File: src/rtl/core/pbb_pkg.sv
// Package for the path bounding box block: coordinate type, command codes,
// box and result structs, and the saturating add and box merge functions.
// Depends on nothing; every other file of the block imports it.
`timescale 1ns / 1ps

package pbb_pkg;

  // Coordinates are signed fixed point with 8 fraction bits; the block only
  // compares, adds and subtracts, so the binary point never shows in the logic.
  localparam int COORD_W    = 32;
  localparam int NUM_LANES  = 4;
  localparam int IN_DATA_W  = 6 * COORD_W;
  localparam int IN_USER_W  = 3;
  localparam int OUT_DATA_W = 4 * COORD_W;
  localparam int OUT_USER_W = 1;

  typedef logic signed [COORD_W-1:0] coord_t;

  localparam coord_t COORD_MAX = {1'b0, {(COORD_W-1){1'b1}}};
  localparam coord_t COORD_MIN = {1'b1, {(COORD_W-1){1'b0}}};

  // Path command codes carried in the input tuser.
  typedef enum logic [2:0] {
    CMD_MOVE  = 3'd0,
    CMD_LINE  = 3'd1,
    CMD_CUBIC = 3'd2,
    CMD_QUAD  = 3'd3,
    CMD_ARC   = 3'd4,
    CMD_CLOSE = 3'd5,
    CMD_END   = 3'd6
  } cmd_t;

  // Extremes found so far: least and greatest x and y.
  typedef struct packed {
    coord_t lo_x;
    coord_t lo_y;
    coord_t hi_x;
    coord_t hi_y;
  } box_t;

  // A box that leaves any other box unchanged when merged into it.
  localparam box_t BOX_NEUTRAL = '{lo_x: COORD_MAX, lo_y: COORD_MAX,
                                   hi_x: COORD_MIN, hi_y: COORD_MIN};

  // Per-transaction control that travels down the pipeline.
  typedef struct packed {
    logic is_end;
    logic seen;
  } item_ctrl_t;

  // What one lane is asked to fold: a plain point, or the pen widened by r.
  typedef struct packed {
    logic   use_pt;
    logic   widen;
    coord_t px;
    coord_t py;
    coord_t r;
  } lane_req_t;

  // One emitted box.
  typedef struct packed {
    logic               empty;
    logic [COORD_W-1:0] h;
    logic [COORD_W-1:0] w;
    coord_t             y;
    coord_t             x;
  } result_t;

  // a + b or a - b, clamped to the signed coordinate range.
  function automatic coord_t sat_add(coord_t a, coord_t b, logic sub);
    logic signed [COORD_W:0] s;
    coord_t                  res;
    if (sub) begin
      s = {a[COORD_W-1], a} - {b[COORD_W-1], b};
    end else begin
      s = {a[COORD_W-1], a} + {b[COORD_W-1], b};
    end
    if (s[COORD_W] != s[COORD_W-1]) begin
      res = s[COORD_W] ? COORD_MIN : COORD_MAX;
    end else begin
      res = s[COORD_W-1:0];
    end
    return res;
  endfunction

  // Union of two boxes: four independent signed compares.
  function automatic box_t box_merge(box_t a, box_t b);
    box_t m;
    m.lo_x = ($signed(b.lo_x) < $signed(a.lo_x)) ? b.lo_x : a.lo_x;
    m.lo_y = ($signed(b.lo_y) < $signed(a.lo_y)) ? b.lo_y : a.lo_y;
    m.hi_x = ($signed(b.hi_x) > $signed(a.hi_x)) ? b.hi_x : a.hi_x;
    m.hi_y = ($signed(b.hi_y) > $signed(a.hi_y)) ? b.hi_y : a.hi_y;
    return m;
  endfunction

endpackage

File: src/rtl/core/pbb_lane.sv
// One lane of the path bounding box: turns one point of a command into a
// registered candidate box. Depends on pbb_pkg.
`timescale 1ns / 1ps

module pbb_lane (
  input  logic              clk,
  input  logic              load,
  input  pbb_pkg::lane_req_t req,
  output pbb_pkg::box_t      cand
);
  import pbb_pkg::*;

  box_t cand_next;

  // An unused lane gives the neutral box; an arc lane widens the pen by r.
  always_comb begin
    if (!req.use_pt) begin
      cand_next = BOX_NEUTRAL;
    end else if (req.widen) begin
      cand_next.lo_x = sat_add(req.px, req.r, 1'b1);
      cand_next.lo_y = sat_add(req.py, req.r, 1'b1);
      cand_next.hi_x = sat_add(req.px, req.r, 1'b0);
      cand_next.hi_y = sat_add(req.py, req.r, 1'b0);
    end else begin
      cand_next.lo_x = req.px;
      cand_next.lo_y = req.py;
      cand_next.hi_x = req.px;
      cand_next.hi_y = req.py;
    end
  end

  // Candidate register, loaded whenever the first stage moves.
  always_ff @(posedge clk) begin
    if (load) begin
      cand <= cand_next;
    end
  end

endmodule

File: src/rtl/core/pbb_merge.sv
// Merging tree of the path bounding box: reduces the lane candidates of one
// transaction to a single box over two registered levels. Depends on pbb_pkg.
`timescale 1ns / 1ps

module pbb_merge (
  input  logic                clk,
  input  logic                rst,
  input  logic                a_valid,
  output logic                a_ready,
  input  pbb_pkg::box_t       lane_box [pbb_pkg::NUM_LANES],
  input  pbb_pkg::item_ctrl_t a_ctrl,
  output logic                c_valid,
  input  logic                c_ready,
  output pbb_pkg::box_t       c_box,
  output pbb_pkg::item_ctrl_t c_ctrl
);
  import pbb_pkg::*;

  logic       b_valid;
  box_t       b_box [2];
  item_ctrl_t b_ctrl;
  logic       en_b;
  logic       en_c;

  // A stage moves when it is empty or its contents move on.
  assign en_c    = !c_valid || c_ready;
  assign en_b    = !b_valid || en_c;
  assign a_ready = en_b;

  // Valid bits of the two merge levels.
  always_ff @(posedge clk) begin
    if (rst) begin
      b_valid <= 1'b0;
      c_valid <= 1'b0;
    end else begin
      if (en_b) begin
        b_valid <= a_valid;
      end
      if (en_c) begin
        c_valid <= b_valid;
      end
    end
  end

  // Pairwise merge of the lanes, then merge of the two pairs.
  always_ff @(posedge clk) begin
    if (en_b) begin
      b_box[0] <= box_merge(lane_box[0], lane_box[1]);
      b_box[1] <= box_merge(lane_box[2], lane_box[3]);
      b_ctrl   <= a_ctrl;
    end
    if (en_c) begin
      c_box  <= box_merge(b_box[0], b_box[1]);
      c_ctrl <= b_ctrl;
    end
  end

endmodule

File: src/rtl/core/pbb_fold.sv
// Running box of the path bounding box: folds each transaction's box into the
// path extremes and emits the result register on an end command. Depends on pbb_pkg.
`timescale 1ns / 1ps

module pbb_fold (
  input  logic                clk,
  input  logic                rst,
  input  logic                c_valid,
  output logic                c_ready,
  input  pbb_pkg::box_t       c_box,
  input  pbb_pkg::item_ctrl_t c_ctrl,
  output logic                out_valid,
  input  logic                out_ready,
  output pbb_pkg::result_t    result
);
  import pbb_pkg::*;

  box_t run_box;
  logic run_seen;
  logic fire;

  // Only an end waits for the result register; all else folds at once.
  assign c_ready = !c_ctrl.is_end || !out_valid || out_ready;
  assign fire    = c_valid && c_ready;

  // Running extremes and the output valid bit.
  always_ff @(posedge clk) begin
    if (rst) begin
      run_box   <= BOX_NEUTRAL;
      run_seen  <= 1'b0;
      out_valid <= 1'b0;
    end else begin
      if (fire && c_ctrl.is_end) begin
        out_valid <= 1'b1;
      end else if (out_ready) begin
        out_valid <= 1'b0;
      end
      if (fire) begin
        if (c_ctrl.is_end) begin
          run_box   <= BOX_NEUTRAL;
          run_seen  <= 1'b0;
        end else begin
          run_box  <= box_merge(run_box, c_box);
          run_seen <= run_seen || c_ctrl.seen;
        end
      end
    end
  end

  // Result register; an empty path reports zeros and the empty flag.
  always_ff @(posedge clk) begin
    if (fire && c_ctrl.is_end) begin
      if (run_seen) begin
        result.x     <= run_box.lo_x;
        result.y     <= run_box.lo_y;
        result.w     <= run_box.hi_x - run_box.lo_x;
        result.h     <= run_box.hi_y - run_box.lo_y;
        result.empty <= 1'b0;
      end else begin
        result.x     <= '0;
        result.y     <= '0;
        result.w     <= '0;
        result.h     <= '0;
        result.empty <= 1'b1;
      end
    end
  end

endmodule

File: src/rtl/core/path_bounding_box_top.sv
// Top level of the path bounding box: input decode, pen tracking, four
// point lanes, the merge tree and the running fold. Depends on pbb_pkg,
// pbb_lane, pbb_merge and pbb_fold.
`timescale 1ns / 1ps

// The block takes one path command per clock and keeps the axis-aligned box of
// every control point and end point; an arc adds its two points and the pen
// widened by the radius. An end command's box passes the pair and final merge
// registers into the result register, and the path is cleared. The pipeline has
// four register levels: lane candidates, pair merge, final merge, and the
// running fold with its result register. Input stalls only when a result waits
// to be taken, a second end has reached the final merge register, and the lane
// and pair merge registers behind it both hold transactions. The pen is updated
// at acceptance, so each command sees the pen left by the one before it.
module path_bounding_box_top (
  input  logic                             clk,
  input  logic                             rst,
  input  logic                             s_tvalid,
  output logic                             s_tready,
  // pt_a_x, pt_a_y, pt_b_x, pt_b_y, pt_c_x, pt_c_y
  input  logic [pbb_pkg::IN_DATA_W-1:0]    s_tdata,
  // req_type
  input  logic [pbb_pkg::IN_USER_W-1:0]    s_tuser,
  output logic                             m_tvalid,
  input  logic                             m_tready,
  // box_x, box_y, box_w, box_h
  output logic [pbb_pkg::OUT_DATA_W-1:0]   m_tdata,
  // box_empty
  output logic [pbb_pkg::OUT_USER_W-1:0]   m_tuser
);
  import pbb_pkg::*;

  cmd_t       cmd;
  coord_t     pt_a_x, pt_a_y, pt_b_x, pt_b_y, pt_c_x, pt_c_y;
  coord_t     pen_x, pen_y, start_x, start_y;
  logic       in_fire;
  logic       a_valid;
  logic       a_ready;
  item_ctrl_t a_ctrl;
  item_ctrl_t ctrl_next;
  lane_req_t  lane_req [NUM_LANES];
  box_t       lane_box [NUM_LANES];
  logic       c_valid;
  logic       c_ready;
  box_t       c_box;
  item_ctrl_t c_ctrl;
  result_t    result;

  // Unpack the input transaction.
  assign cmd    = cmd_t'(s_tuser);
  assign pt_a_x = s_tdata[0*COORD_W +: COORD_W];
  assign pt_a_y = s_tdata[1*COORD_W +: COORD_W];
  assign pt_b_x = s_tdata[2*COORD_W +: COORD_W];
  assign pt_b_y = s_tdata[3*COORD_W +: COORD_W];
  assign pt_c_x = s_tdata[4*COORD_W +: COORD_W];
  assign pt_c_y = s_tdata[5*COORD_W +: COORD_W];

  assign s_tready = !a_valid || a_ready;
  assign in_fire  = s_tvalid && s_tready;

  // Lane requests: three plain points and the widened pen of an arc.
  always_comb begin
    lane_req[0] = '{use_pt: cmd inside {CMD_MOVE, CMD_LINE, CMD_CUBIC, CMD_QUAD, CMD_ARC},
                    widen: 1'b0, px: pt_a_x, py: pt_a_y, r: '0};
    lane_req[1] = '{use_pt: cmd inside {CMD_CUBIC, CMD_QUAD, CMD_ARC},
                    widen: 1'b0, px: pt_b_x, py: pt_b_y, r: '0};
    lane_req[2] = '{use_pt: cmd == CMD_CUBIC,
                    widen: 1'b0, px: pt_c_x, py: pt_c_y, r: '0};
    lane_req[3] = '{use_pt: cmd == CMD_ARC,
                    widen: 1'b1, px: pen_x, py: pen_y, r: pt_c_x};
    ctrl_next.is_end = (cmd == CMD_END);
    ctrl_next.seen   = lane_req[0].use_pt;
  end

  // Point lanes.
  for (genvar i = 0; i < NUM_LANES; i++) begin : g_lane
    pbb_lane u_lane (
      .clk  (clk),
      .load (s_tready),
      .req  (lane_req[i]),
      .cand (lane_box[i])
    );
  end

  // First stage valid bit and control.
  always_ff @(posedge clk) begin
    if (rst) begin
      a_valid <= 1'b0;
    end else if (s_tready) begin
      a_valid <= s_tvalid;
    end
  end

  always_ff @(posedge clk) begin
    if (s_tready) begin
      a_ctrl <= ctrl_next;
    end
  end

  // Pen and subpath start follow every accepted command.
  always_ff @(posedge clk) begin
    if (rst) begin
      pen_x   <= '0;
      pen_y   <= '0;
      start_x <= '0;
      start_y <= '0;
    end else if (in_fire) begin
      case (cmd)
        CMD_MOVE: begin
          pen_x   <= pt_a_x;
          pen_y   <= pt_a_y;
          start_x <= pt_a_x;
          start_y <= pt_a_y;
        end
        CMD_LINE: begin
          pen_x <= pt_a_x;
          pen_y <= pt_a_y;
        end
        CMD_CUBIC: begin
          pen_x <= pt_c_x;
          pen_y <= pt_c_y;
        end
        CMD_QUAD, CMD_ARC: begin
          pen_x <= pt_b_x;
          pen_y <= pt_b_y;
        end
        CMD_CLOSE: begin
          pen_x <= start_x;
          pen_y <= start_y;
        end
        CMD_END: begin
          pen_x   <= '0;
          pen_y   <= '0;
          start_x <= '0;
          start_y <= '0;
        end
        default: begin
        end
      endcase
    end
  end

  // Merge tree over the lanes.
  pbb_merge u_merge (
    .clk      (clk),
    .rst      (rst),
    .a_valid  (a_valid),
    .a_ready  (a_ready),
    .lane_box (lane_box),
    .a_ctrl   (a_ctrl),
    .c_valid  (c_valid),
    .c_ready  (c_ready),
    .c_box    (c_box),
    .c_ctrl   (c_ctrl)
  );

  // Running box and result register.
  pbb_fold u_fold (
    .clk       (clk),
    .rst       (rst),
    .c_valid   (c_valid),
    .c_ready   (c_ready),
    .c_box     (c_box),
    .c_ctrl    (c_ctrl),
    .out_valid (m_tvalid),
    .out_ready (m_tready),
    .result    (result)
  );

  // Pack the output transaction.
  assign m_tdata = {result.h, result.w, result.y, result.x};
  assign m_tuser = result.empty;

endmodule

File: config.mk
export PLATFORM = sky130hd
export DESIGN_NAME = path_bounding_box_top
export DESIGN_NICKNAME = d
export VERILOG_FILES = /design/src/rtl/core/pbb_pkg.sv /design/src/rtl/core/pbb_lane.sv /design/src/rtl/core/pbb_merge.sv /design/src/rtl/core/pbb_fold.sv /design/src/rtl/core/path_bounding_box_top.sv
export SDC_FILE = /design/constraint.sdc
export NUM_CORES = 2
export LEC_CHECK = 0
export BUFFER_PORTS_ARGS = -buffer_cell sky130_fd_sc_hd__buf_2
export CAP_MARGIN = 5
export CELL_PAD_IN_SITES_DETAIL_PLACEMENT = 2
export CELL_PAD_IN_SITES_GLOBAL_PLACEMENT = 2
export CORE_UTILIZATION = 42
export DETAILED_ROUTE_END_ITERATION = 12
export MAX_ROUTING_LAYER = met4
export PLACE_DENSITY_LB_ADDON = 0.1
export SLEW_MARGIN = 10
export SYNTH_ARGS = -nofsm -noshare
export SYNTH_HDL_FRONTEND = slang
export SYNTH_SLANG_ARGS = --single-unit
File: constraint.sdc
create_clock -name clk -period 20.6 [get_ports clk]
set_input_delay 2.06 -clock clk [delete_from_list [all_inputs] [get_ports clk]]
set_output_delay 2.06 -clock clk [all_outputs]
set_load 0.02 [all_outputs]
==> impl_metrics.json <==
{
  "required_ns": 18.54,
  "die_y_um": 417,
  "hold_viol": 0,
  "dpl_cell_area_mm2": 0.0760,
  "syn_avg_cell_area_um2": 11.1,
  "cap_viol_max_count": 0,
  "async_flop_share_pct": 0,
  "cts_setup_buffers": 0,
  "hold_end": "u_merge.c_ctrl[1]",
  "drive_above_1_share_pct": 15.8,
  "status": "completed",
  "multiInputGateArea_mm2": 0.0326,
  "wl_um": 276000,
  "r2r_setup_slack_ns": 15.83,
  "synth_top_area_cell": "edfxtp_1",
  "cts_resized": 0,
  "maxSlewHeadroom_pct": 15.0,
  "worstSetupStartpointType": "input port",
  "htree_levels": 4,
  "synth_flop_cell": "edfxtp_1",
  "cp.arrival_ns": 4.00,
  "design_area_mm2": 0.0810,
  "crit_path_max_fanout": 33,
  "reg2reg_to": "g_lane[3].u_lane.cand[44]",
  "crit_type": "in2out",
  "p_per_area_mw_per_mm2": 94.4,
  "slew_violations": 0,
  "num_vias": 53800,
  "core_area_mm2": 0.170,
  "synth_top_area_share_pct": 42.9,
  "gr-total-overflow": 0,
  "gp_congestion": 0.959,
  "top_level_ports": 330,
  "fillers": 17100,
  "start_util_pct": 42.4,
  "portBuffers": 329,
  "dp_hpwl_um": 214000,
  "dr.pass1.iters": 5,
  "fmax_mhz": 165,
  "synthesis.area_mm2": 0.0722,
  "p_leak_nw": 34.1,
  "clock-sinks": 1292,
  "synth-seq-area-share_pct": 50.1,
  "antenna_found_initial": 84,
  "area_delta_synth_final_pct": 12.3,
  "drt.antenna.violating_nets": 0,
  "postCtsHoldBufs": 0,
  "cts_tree": "built",
  "drc": 0,
  "drt_iter0_markers": 4478,
  "worst_clock_skew_ns": 0.0287,
  "cp-end-kind": "output port",
  "whs_path_depth": 0,
  "clkTransAtPathRegs_ns": 0.06,
  "hold_path_startpoint": "u_merge.b_ctrl[1]",
  "setup_tns_ns": 0,
  "grt_max_degree": 188,
  "rsz0062_at_grt": "false",
  "grt_pass1_vias": 56900,
  "finalSetupViolations": 0,
  "viasPerCell": 5.91,
  "cts_buffer_depth": 3,
  "yosys_warnings": 0,
  "r2r_start": "pen_x[9]",
  "power_mw": 7.65,
  "track_usage_pct": 32.3,
  "period_share_pct": 29.4,
  "worst_pin_slew_ns": 1.27,
  "cts_made_buffers": 149,
  "ys_ff_latch": 1292,
  "rows": 151,
  "cts.root.buffer_cell": "clkbuf_16",
  "dieArea_mm2": 0.174,
  "synth-edff-count": 1031,
  "grt_pass1_wl_um": 397000,
  "insertion_delay_ns": 0.80,
  "holdCritPathClass": "reg2reg",
  "fin_nets": 7636,
  "chipWidth_um": 417,
  "synthCells": 6492,
  "syn_nets": 7391,
  "reg2regPathDepth": 9,
  "netlist_top_cells_area": "edfxtp_1 (43%), ha_1 (12%), dfxtp_1 (7.2%), mux2_2 (5.9%), inv_1 (3.2%)",
  "ys_types": 98,
  "routedWlPerCell_um": 30.3,
  "peakVddDrop_mv": 0.0693,
  "seq_area_mm2": 0.0362,
  "post-route-min-period_ns": 6.06
}
==> cell type report <==
cell class | count | area share [%]
diodes | 34 | 0.105
clock buffers | 207 | 5.25
clock inverters | 69 | 0.862
inverters | 628 | 2.92
multi-input cells | 4282 | 40.2
flip-flops and latches | 1292 | 44.7
well taps | 2218 | 3.43
repair buffers | 384 | 2.58
==> report_power, final <==
| part | switching, mW | internal [mW] |
|---|---|---|
| sequential | 0.197 | 3.06 |
| clock | 1.13 | 1.59 |
| combinational | 1.02 | 0.651 |
| total | 2.35 | 5.30 |
==> worst max path at each step <==
stage / start / endpoint / slack [ns] / cells after the start
after floorplan: m_tready / pen_x[13] / 1.38 / 7
after global placement: s_tdata[137] / g_lane[3].u_lane.cand[62] / 14.49 / 11
after detailed placement: s_tdata[137] / g_lane[3].u_lane.cand[37] / 14.23 / 11
after CTS: m_tready / s_tready / 14.54 / 5
after global routing: m_tready / s_tready / 14.49 / 5
final: m_tready / s_tready / 14.54 / 5
==> metal layers <==
layer | share of wire, % | vias to the layer above | global-route usage [%]
met1 | 46 | 27600 | 44.2
met4 | 5.0 | 0 | 14.9
met3 | 5.2 | 428 | 3.58
met2 | 44 | 1609 | 48.2
li1 | - | 24200 | -
met5 | 0 | - | -
==> flip-flops by register name, summed over array words and instances, names as in the netlist <==
| register | cells |
|---|---|
| pen_y | 32 |
| g_lane.u_lane.cand | 512 |
| u_merge.b_ctrl | 2 |
| pen_x | 32 |
| u_merge.c_valid | 1 |
| start_y | 32 |
| u_fold.out_valid | 1 |
| u_merge.b_valid | 1 |
| u_merge.c_box | 128 |
| a_ctrl | 2 |
| u_fold.run_box | 128 |
| u_merge.b_box | 256 |
| u_fold.run_seen | 1 |
| start_x | 32 |
| u_merge.c_ctrl | 2 |
| a_valid | 1 |
| u_fold.result | 129 |
==> critical path, cell delays in order <==
cell and delay (ns):
buf_2 0.10, nor2b_1 0.36, and3_1 0.50, nand3_4 0.51, buf_2 0.43
==> stage by stage <==
| stage | setup WS (ns) | cells | util, % | hold slack (ns) |
|---|---|---|---|---|
| floorplan | 1.38 | 6492 | - | 0.400 |
| global placement | 14.49 | 8804 | 44.7 | 0.407 |
| detailed placement | 14.23 | 8804 | 44.7 | 0.414 |
| CTS | 14.54 | 9080 | 47.6 | 0.414 |
| global route | 14.49 | 9106 | 47.6 | 0.410 |
| finish | 14.54 | 9114 | 47.7 | 0.410 |
==> cell usage in the layout, fill, tap and decap left out, types with 24 or more instances in the layout <==
cell,count
nand3_1,111
inv_1,622
buf_4,53
a22o_1,62
buf_2,328
or3_1,48
diode_2,34
nor2b_1,72
o22a_1,33
o21bai_1,35
o21ai_0,213
nand2b_1,177
o21ai_1,55
a21oi_1,418
nor3_1,126
mux2_2,376
edfxtp_1,1031
dfxtp_1,261
ha_1,694
clkbuf_16,156
xnor2_1,117
clkbuf_1,35
clkinv_2,24
o21ai_2,27
a21o_1,210
nand4_1,98
xor2_1,50
a221oi_1,69
o31ai_1,24
o21a_1,32
a211oi_1,34
nor2_1,377
a311oi_1,67
and2_1,183
nand2_1,291
==> cell families (layout without fill, tap and decap cells) <==
family | Yosys count | after routing | synth area share [%]
flops | 1292 | 1292 | 50.1
xor+xnor | 169 | 169 | 2.09
buf+inv | 918 | 1288 | 4.99
compound gates | 1450 | 1450 | 13.5
fa+ha+maj | 700 | 700 | 12.2
other cells | 0 | 34 | 0
mux | 394 | 394 | 6.13
simple gates | 1569 | 1569 | 11.0
==> synthesized netlist by cell type, drive strengths merged (33+ instances only) <==
master and count:
nor2 378, mux2 386, nand3 112, inv 626
edfxtp 1031, a211oi 36, and2 184, clkbuf 204
xor2 50, nand2 295, a221oi 69, buf 86
o21ai 297, dfxtp 261, ha 694, a22o 62
nand4 98, a311oi 69, nand2b 179, a21oi 426
a21o 210, o22a 33, or3 48, o21bai 35
nor2b 72, xnor2 119, nor3 131
Power figures use the tool's default switching activity.
